File: config.mk
export PLATFORM = sky130hd
export DESIGN_NAME = matrix_keypad_debounce_scanner_core
export DESIGN_NICKNAME = d
export VERILOG_FILES = /design/src/hdl/mkds_pkg.sv /design/src/hdl/matrix_keypad_debounce_scanner_core.sv
export SDC_FILE = /design/constraint.sdc
export NUM_CORES = 1
export LEC_CHECK = 0
export BUFFER_PORTS_ARGS = -buffer_cell sky130_fd_sc_hd__buf_2
export CAP_MARGIN = 30
export CORE_MARGIN = 10
export CORE_UTILIZATION = 58
export DETAILED_ROUTE_END_ITERATION = 10
export PLACE_DENSITY = 0.81
export SETUP_SLACK_MARGIN = 0.15
export SYNTH_ARGS = -nofsm -noshare
export SYNTH_HDL_FRONTEND = slang
export SYNTH_SLANG_ARGS = --single-unit
export TNS_END_PERCENT = 50
File: constraint.sdc
create_clock -name clk -period 10.75 [get_ports clk]
set_input_delay 1.075 -clock clk [delete_from_list [all_inputs] [get_ports clk]]
set_output_delay 1.075 -clock clk [all_outputs]
set_load 0.01 [all_outputs]
File: src/hdl/mkds_pkg.sv
`default_nettype none

package mkds_pkg;

    // keypad geometry
    localparam int ROWS  = 4;
    localparam int COLS  = 4;
    localparam int ROW_W = 2;
    localparam int COL_W = 2;
    localparam int TMR_W = 8;

    // reset value of the hold limit
    localparam logic [TMR_W-1:0] HOLD_TICKS_RST = 8'd50;

    // register map (byte addresses)
    localparam logic [0:0] ADDR_HOLD_TICKS = 1'b0;

    // item kinds carried on s_tuser
    localparam logic OP_SAMPLE  = 1'b0;
    localparam logic OP_COL_IRQ = 1'b1;

    // per-row state word held in the row memory
    typedef struct packed {
        logic [COLS-1:0]  last_raw;
        logic [COLS-1:0]  stable_cols;
        logic [TMR_W-1:0] hold_timer;
        logic             row_active;
        logic             row_long;
    } row_entry_t;

    // result word, first member in the top bits so key_event sits at bit 0
    typedef struct packed {
        logic             scan_done;
        logic             was_long;
        logic             pattern_ok;
        logic             two_keys;
        logic [COL_W-1:0] second_col;
        logic [COL_W-1:0] first_col;
        logic [ROW_W-1:0] key_row;
        logic             to_combo;
        logic             key_event;
    } result_t;

endpackage : mkds_pkg

`default_nettype wire

File: src/hdl/matrix_keypad_debounce_scanner_core.sv
`default_nettype none

// Channel   Dir  Handshake          Payload
// s_*       in   s_tvalid/s_tready  s_tuser: operation; s_tdata: row, columns
// m_*       out  m_tvalid/m_tready  m_tdata: result word (see port comment)
// p*        cfg  psel/penable       APB, hold_ticks at byte address 0
//
// One word per cycle while the output is not stalled. A sample reads its
// row entry from the row memory at the accept edge, is evaluated in the
// next cycle and written back as the result moves to the output register.
// A word that follows on the same row takes the freshly computed entry
// through the forwarding path, so back-to-back samples on one row are exact.
// Reset clears the row valid bits, so every row reads as all-zero state.
// A stalled output holds the evaluate stage, which then refuses new words.

module matrix_keypad_debounce_scanner_core
(
    input  wire logic        clk,
    input  wire logic        rst_n,

    input  wire logic        s_tvalid,
    output logic             s_tready,
    input  wire logic [7:0]  s_tdata,   // [1:0] row, [5:2] columns, [7:6] zero
    input  wire logic [0:0]  s_tuser,   // [0] operation

    output logic             m_tvalid,
    input  wire logic        m_tready,
    output logic [15:0]      m_tdata,   // [0] key_event, [1] to_combo,
                                        // [3:2] key_row, [5:4] first_col,
                                        // [7:6] second_col, [8] two_keys,
                                        // [9] pattern_ok, [10] was_long,
                                        // [11] scan_done, [15:12] zero

    input  wire logic        psel,
    input  wire logic        penable,
    input  wire logic        pwrite,
    input  wire logic [0:0]  paddr,
    input  wire logic [31:0] pwdata,
    output logic [31:0]      prdata,
    output logic             pready
);
    import mkds_pkg::*;

    // row memory plus per-row valid bits
    row_entry_t           row_mem [ROWS];
    logic [ROWS-1:0]      row_vld_reg;

    // config
    logic [TMR_W-1:0]     hold_ticks_reg;

    // global press tracking
    logic [1:0]           press_count_reg;
    logic [1:0]           press_count_next;
    logic [ROW_W-1:0]     press_row0_reg;
    logic [ROW_W-1:0]     press_row0_next;

    // evaluate stage
    logic                 s1_vld_reg;
    logic                 s1_op_reg;
    logic [ROW_W-1:0]     s1_row_reg;
    logic [COLS-1:0]      s1_cols_reg;
    row_entry_t           s1_ent_reg;

    // output stage
    logic                 m_vld_reg;
    result_t              res_reg;

    logic                 in_acc;
    logic                 s1_adv;
    logic                 wr_en;
    logic [ROW_W-1:0]     in_row;
    logic [COLS-1:0]      in_cols;
    row_entry_t           ent_next;
    result_t              res_next;

    // evaluate-stage working values
    logic [COLS-1:0]      cur;
    logic [COLS-1:0]      trg;
    logic [COLS-1:0]      rel;
    logic [COLS-1:0]      pat;
    logic [2:0]           nbits;
    logic [COL_W-1:0]     lo;
    logic [COL_W-1:0]     hi;
    logic                 multi;
    logic                 report;

    assign in_row   = s_tdata[1:0];
    assign in_cols  = s_tdata[5:2];

    assign s1_adv   = s1_vld_reg && (!m_vld_reg || m_tready);
    assign s_tready = !s1_vld_reg || s1_adv;
    assign in_acc   = s_tvalid && s_tready;
    assign wr_en    = s1_adv && (s1_op_reg == OP_SAMPLE);

    assign m_tvalid = m_vld_reg;
    assign m_tdata  = {4'b0000, res_reg};

    // APB
    assign pready = 1'b1;
    always_comb
    begin
        prdata = 32'd0;
        if (paddr == ADDR_HOLD_TICKS)
        begin
            prdata = {24'd0, hold_ticks_reg};
        end
    end

    always_ff @(posedge clk or negedge rst_n)
    begin
        if (!rst_n)
        begin
            hold_ticks_reg <= HOLD_TICKS_RST;
        end
        else if (psel && penable && pwrite && pready && paddr == ADDR_HOLD_TICKS)
        begin
            hold_ticks_reg <= pwdata[TMR_W-1:0];
        end
    end

    // evaluate: debounce, edges, hold timer, report decode; a column interrupt only clears the press count
    always_comb
    begin
        ent_next         = s1_ent_reg;
        res_next         = '0;
        press_count_next = press_count_reg;
        press_row0_next  = press_row0_reg;

        cur = (s1_cols_reg & s1_ent_reg.last_raw)
            | (s1_ent_reg.stable_cols & (s1_cols_reg ^ s1_ent_reg.last_raw));
        trg = ~s1_ent_reg.stable_cols & cur;
        rel = s1_ent_reg.stable_cols & ~cur;
        pat = (rel == '0) ? s1_ent_reg.stable_cols : rel;

        // column pattern: count, lowest and highest set bit
        nbits = '0;
        lo    = '0;
        hi    = '0;
        for (int i = 0; i < COLS; i++)
        begin
            if (pat[i])
            begin
                if (nbits == 3'd0)
                begin
                    lo = COL_W'(i);
                end
                hi    = COL_W'(i);
                nbits = nbits + 3'd1;
            end
        end

        multi  = 1'b0;
        report = 1'b0;

        if (s1_op_reg == OP_COL_IRQ)
        begin
            press_count_next = '0;
        end
        else
        begin
            if (trg != '0)
            begin
                // count runs 0,1,2 then wraps; no row kept on wrap
                press_count_next = (press_count_reg == 2'd2) ? 2'd0
                                                             : press_count_reg + 2'd1;
                if (press_count_next == 2'd1)
                begin
                    press_row0_next = s1_row_reg;
                end
                ent_next.row_active = 1'b1;
                ent_next.row_long   = 1'b0;
            end
            if (ent_next.row_active)
            begin
                ent_next.hold_timer = s1_ent_reg.hold_timer + TMR_W'(1);
            end

            report = (rel != '0 && ent_next.row_active)
                  || (ent_next.hold_timer >= hold_ticks_reg);

            if (report)
            begin
                if (!ent_next.row_long)
                begin
                    multi            = (press_count_next == 2'd2);
                    res_next.key_row = multi ? press_row0_next : s1_row_reg;
                    res_next.was_long = (rel == '0);
                    if (nbits == 3'd1 || nbits == 3'd2)
                    begin
                        res_next.key_event  = 1'b1;
                        res_next.to_combo   = multi || (nbits == 3'd2);
                        res_next.first_col  = lo;
                        res_next.second_col = (nbits == 3'd2) ? hi : '0;
                        res_next.two_keys   = (nbits == 3'd2);
                        res_next.pattern_ok = 1'b1;
                    end
                    press_count_next = '0;
                end
                if (s1_ent_reg.stable_cols == rel && trg == '0)
                begin
                    res_next.scan_done  = 1'b1;
                    ent_next.hold_timer = '0;
                    ent_next.row_active = 1'b0;
                    ent_next.row_long   = 1'b0;
                end
                if (rel == '0)
                begin
                    // long press: mark row, restart timer
                    ent_next.row_long   = 1'b1;
                    ent_next.hold_timer = '0;
                end
            end

            ent_next.last_raw    = s1_cols_reg;
            ent_next.stable_cols = cur;
        end
    end

    // row memory: write-back of the evaluated entry
    always_ff @(posedge clk)
    begin
        if (wr_en)
        begin
            row_mem[s1_row_reg] <= ent_next;
        end
    end

    // read port with forwarding from the write-back
    always_ff @(posedge clk)
    begin
        if (in_acc)
        begin
            if (wr_en && s1_row_reg == in_row)
            begin
                s1_ent_reg <= ent_next;
            end
            else if (row_vld_reg[in_row])
            begin
                s1_ent_reg <= row_mem[in_row];
            end
            else
            begin
                s1_ent_reg <= '0;
            end
            s1_op_reg   <= s_tuser[0];
            s1_row_reg  <= in_row;
            s1_cols_reg <= in_cols;
        end
    end

    always_ff @(posedge clk or negedge rst_n)
    begin
        if (!rst_n)
        begin
            row_vld_reg     <= '0;
            press_count_reg <= '0;
            press_row0_reg  <= '0;
            s1_vld_reg      <= 1'b0;
            m_vld_reg       <= 1'b0;
        end
        else
        begin
            if (wr_en)
            begin
                row_vld_reg[s1_row_reg] <= 1'b1;
            end
            if (s1_adv)
            begin
                press_count_reg <= press_count_next;
                press_row0_reg  <= press_row0_next;
            end
            if (in_acc)
            begin
                s1_vld_reg <= 1'b1;
            end
            else if (s1_adv)
            begin
                s1_vld_reg <= 1'b0;
            end
            if (s1_adv)
            begin
                m_vld_reg <= 1'b1;
            end
            else if (m_tready)
            begin
                m_vld_reg <= 1'b0;
            end
        end
    end

    always_ff @(posedge clk)
    begin
        if (s1_adv)
        begin
            res_reg <= res_next;
        end
    end

endmodule : matrix_keypad_debounce_scanner_core

`default_nettype wire

==> summary.log <==
INFO  flow_run       max_cap_violations=0
INFO  drt            wl_per_cell=20.3um
INFO  cts            hold_buffers=0
INFO  drt            met3WireLength=1.16mm
INFO  drt            dr_total_vias=4,247
INFO  cts            insertion_delay=0.53ns
INFO  placed_design  placed_cells=660
INFO  sta            timing_hold_violations_final=0
INFO  sta            finClkSkew=0.00651ns
INFO  yosys          part_of_the_yosys_area_used_for_sequential_elements=0.578
INFO  floorplanning  top_level_ports=100
INFO  drt            final_antenna_net_count=0
INFO  yosys          synthesis.yosys.warnings=0
INFO  yosys          synth_async_sr_flop_share=0.143
INFO  drt            detailedRoute.firstPassIterationCount=5
INFO  pwr            power.combinational.fraction=0.189
INFO  placed_design  dpl.hpwl=8.83mm
INFO  yosys          synth_area_per_cell=12.9um^2
INFO  yosys          syn_inst=494
INFO  pwr            share_seq_of_total_power=0.419
INFO  placed_design  gp_congestion=0.888
INFO  floorplanning  die-height=125um
INFO  sta            setup_ws=5.53ns
INFO  cts            clkSlewWorstSetupHoldPaths=0.06ns
INFO  drt            drtIter0Drc=488
INFO  cts            cts_resized=0
INFO  floorplanning  initial_core_util=0.592
INFO  critical_path  timing.critical_path.to_type=flip-flop
INFO  critical_path  slowest_delay=0.78ns
INFO  sta            number_of_max_slew_violations_in_the_final_report=0
INFO  worst_hold_path holdCritPathClass=flip-flop to flip-flop
INFO  sta            final_min_period_over_clock_period=0.485
INFO  global_routing grt_max_degree=30
INFO  cts            cts_tree=yes
INFO  floorplanning  design.core.area=10,800um^2
INFO  finish         layout.cells.most_common=sky130_fd_sc_hd__edfxtp_1
INFO  pwr            max-vdd-ir-drop=103uV
INFO  global_routing antenna_found_initial=0
INFO  cts            clock-root-buffer=sky130_fd_sc_hd__clkbuf_8
INFO  floorplanning  design.die.area=15,600um^2
INFO  sta            clock.fmax=192MHz
INFO  critical_path  cp.buffers_inverters=1
INFO  pwr            power.static_leakage=2.78nW
INFO  finish         most_frequent_cells_in_the_layout=sky130_fd_sc_hd__edfxtp_1 (108), sky130_fd_sc_hd__buf_2 (44), sky130_fd_sc_hd__inv_1 (41), sky130_fd_sc_hd__o21ai_0 (29), sky130_fd_sc_hd__conb_1 (29)
INFO  placed_design  buffer_ports.inserted=44
INFO  yosys          yosys_most_used_dff=sky130_fd_sc_hd__edfxtp_1
INFO  pwr            power.switching_fraction=0.287
INFO  critical_path  cpLargestDelayFamily=compound AO/OA/AOI/OAI gates
INFO  drt            routed-wl-met2=7.12mm
INFO  cts            postCtsSetupBuffers=0
INFO  pwr            pwr-share-clk=0.392
INFO  yosys          number_of_register_bits_inferred_by_synthesis=126
INFO  sta            rsz0062_at_grt=false
INFO  sta            timing.max_slew.rel_slack=0.292
INFO  run_status     outcome=complete, no violations
INFO  yosys          synth.distinct_cells=63
INFO  cts            cts_inserted_buffers=17
INFO  pwr            p_int=1.05mW
INFO  critical_path  critical_path.slowest_cell=sky130_fd_sc_hd__a221oi_1
INFO  critical_path  crit_required=11.01ns
INFO  critical_path  worst-path-max-fanout=18
INFO  finish         syn_to_final_growth=13.5%
INFO  sta            finalSetupViolations=0
INFO  finish         filler_cell_count=712
INFO  sta            max_slew.worst_pin.slew=1.06ns
INFO  sta            min_period=5.22ns
INFO  global_routing globalRouteOverflowTotal=0
INFO  critical_path  timing.critical_path.from_type=flip-flop
INFO  pwr            power-per-cell-area=203nW/um^2
INFO  global_routing wire_length_of_the_first_global_routing_pass=22.5mm
INFO  cts            clock_tree.buffer_depth=2
INFO  drt            maxUsedRoutingLayer=met4
INFO  cts            cts.htree.levels=4
INFO  finish         drive_gt1_frac=0.246
INFO  finish         final_cell_count_no_fill=693
INFO  drt            route.detailed.drc=0
INFO  finish         insertedDiodeCount=0
INFO  sta            setup_tns=0ns
INFO  drt            avgViaCountPerCell=6.13
INFO  drt            drt-total-wl=14.1mm
INFO  finish         nNetsFinal=608
INFO  critical_path  timing.setup.critical_path_class=flip-flop to flip-flop
INFO  cts            cts.sink_count=126
INFO  placed_design  dpl_worst_slack=5.75ns
INFO  critical_path  crit_arrival=5.47ns
INFO  yosys          syn_area=6390um^2
INFO  finish         largest_reg_flops=72
INFO  floorplanning  placement_rows=38
INFO  critical_path  crit_path_cell_trace=ha_1, nand2b_1, o2111ai_2, nor2_1, nor3b_1, xnor2_1, inv_1, ha_1, a211oi_1, o21ai_0, a221oi_1, a32oi_1, o21ai_0
INFO  drt            routedLengthMet1=5.49mm
INFO  pwr            netSwitchingPower=0.423mW
INFO  global_routing first_global_vias=4,332
INFO  yosys          synth_edf_count=108
INFO  global_routing gr-usage-all-layers=0.179
INFO  floorplanning  die-width=125um
## area by class of cell
cell class / count / area (um^2) / area share
Sequential cell: 126 / 3700 / 0.510
Multi-Input combinational cell: 304 / 2340 / 0.323
Clock buffer: 17 / 414 / 0.0571
Timing Repair Buffer: 50 / 285 / 0.0393
Clock inverter: 15 / 189 / 0.0260
Tap cell: 140 / 175 / 0.0241
Inverter: 41 / 154 / 0.0212
## worst register-to-register path, cell delays in order (launching register included)
cell and delay (ns):
sky130_fd_sc_hd__edfxtp_1 0.43, sky130_fd_sc_hd__ha_1 0.33, sky130_fd_sc_hd__nand2b_1 0.15, sky130_fd_sc_hd__o2111ai_2 0.47, sky130_fd_sc_hd__nor2_1 0.49, sky130_fd_sc_hd__nor3b_1 0.12
sky130_fd_sc_hd__xnor2_1 0.31, sky130_fd_sc_hd__inv_1 0.09, sky130_fd_sc_hd__ha_1 0.29, sky130_fd_sc_hd__a211oi_1 0.20, sky130_fd_sc_hd__o21ai_0 0.14, sky130_fd_sc_hd__a221oi_1 0.78
sky130_fd_sc_hd__a32oi_1 0.55, sky130_fd_sc_hd__o21ai_0 0.61
## per-stage QoR
stage	power, mW	util	hold WS, ns	instance area, um^2
floorplan	0.831	-	0.434	6490
global placement	0.879	0.613	0.445	6620
detailed placement	0.897	0.616	0.455	6650
CTS	1.47	0.672	0.470	7250
global route	1.54	0.672	0.480	7260
finish	1.48	0.672	0.467	7260
## path summary, 6_finish.rpt
kind	start	end	slack, ns	cells past startpoint
max in group asynchronous	rst_n	hold_ticks_reg[5]	9.94	1
hold reg to reg	row_vld_reg[3]	row_vld_reg[3]	0.47	1
min in group asynchronous	rst_n	hold_ticks_reg[6]	0.48	1
setup / recovery	s1_cols_reg[2]	row_mem[3][8]	5.53	13
setup reg to reg	s1_cols_reg[2]	row_mem[3][8]	5.53	13
hold / removal	row_vld_reg[3]	row_vld_reg[3]	0.47	1
## power by group through the flow
stage	Sequential [mW]	Clock (mW)	Combinational, mW
after floorplan	0.617	0	0.214
after global placement	0.624	0	0.256
after detailed placement	0.627	0	0.270
after CTS	0.618	0.582	0.275
after global routing	0.623	0.602	0.311
final	0.619	0.579	0.278
## metal layers
layer  GRT usage  up-vias
met5           0        -
met4      0.0725        0
met3      0.0549       31
met2       0.302      228
met1       0.210     2096
li1            -     1892
## synthesized netlist by cell type, types with 3 or more instances
master	count	area (um^2)
sky130_fd_sc_hd__a31oi_1	3	18.8
sky130_fd_sc_hd__o21ai_0	29	145
sky130_fd_sc_hd__mux2_2	14	158
sky130_fd_sc_hd__edfxtp_1	108	3240
sky130_fd_sc_hd__a221oi_1	4	35.0
sky130_fd_sc_hd__xor2_1	3	26.3
sky130_fd_sc_hd__inv_1	41	154
sky130_fd_sc_hd__buf_4	30	225
sky130_fd_sc_hd__nand2_1	26	97.6
sky130_fd_sc_hd__dfrtp_1	15	375
sky130_fd_sc_hd__or2_2	7	43.8
sky130_fd_sc_hd__a21o_1	3	22.5
sky130_fd_sc_hd__nand2b_1	5	31.3
sky130_fd_sc_hd__nor2b_1	6	37.5
sky130_fd_sc_hd__xnor2_1	7	61.3
sky130_fd_sc_hd__a211oi_1	3	22.5
sky130_fd_sc_hd__o21a_1	4	30.0
sky130_fd_sc_hd__dfstp_2	3	78.8
sky130_fd_sc_hd__nor2_1	25	93.8
sky130_fd_sc_hd__o22ai_1	6	37.5
sky130_fd_sc_hd__or3b_1	3	26.3
sky130_fd_sc_hd__ha_1	19	238
sky130_fd_sc_hd__mux4_2	19	428
sky130_fd_sc_hd__o211ai_1	4	30.0
sky130_fd_sc_hd__buf_2	4	20.0
sky130_fd_sc_hd__nor3b_1	6	45.0
sky130_fd_sc_hd__nand3_1	6	30.0
sky130_fd_sc_hd__nand4_1	4	25.0
sky130_fd_sc_hd__o2bb2ai_1	8	70.1
sky130_fd_sc_hd__nor3_1	10	50.1
sky130_fd_sc_hd__a21oi_1	13	65.1
sky130_fd_sc_hd__clkbuf_1	15	56.3
## cell families (layout without fill, tap and decap cells)
group | Yosys count | in the layout | synth area share
XOR/XNOR | 10 | 10 | 0.0137
buffers and inverters | 91 | 123 | 0.0730
adder cells (fa/ha/maj) | 19 | 19 | 0.0372
AO/OA/AOI/OAI | 99 | 99 | 0.110
multiplexers | 35 | 35 | 0.0947
AND/OR/NAND/NOR | 112 | 112 | 0.0924
other | 2 | 29 | 0.00117
flip-flops | 126 | 126 | 0.578
Note: power is estimated with default switching activity, not from simulation.
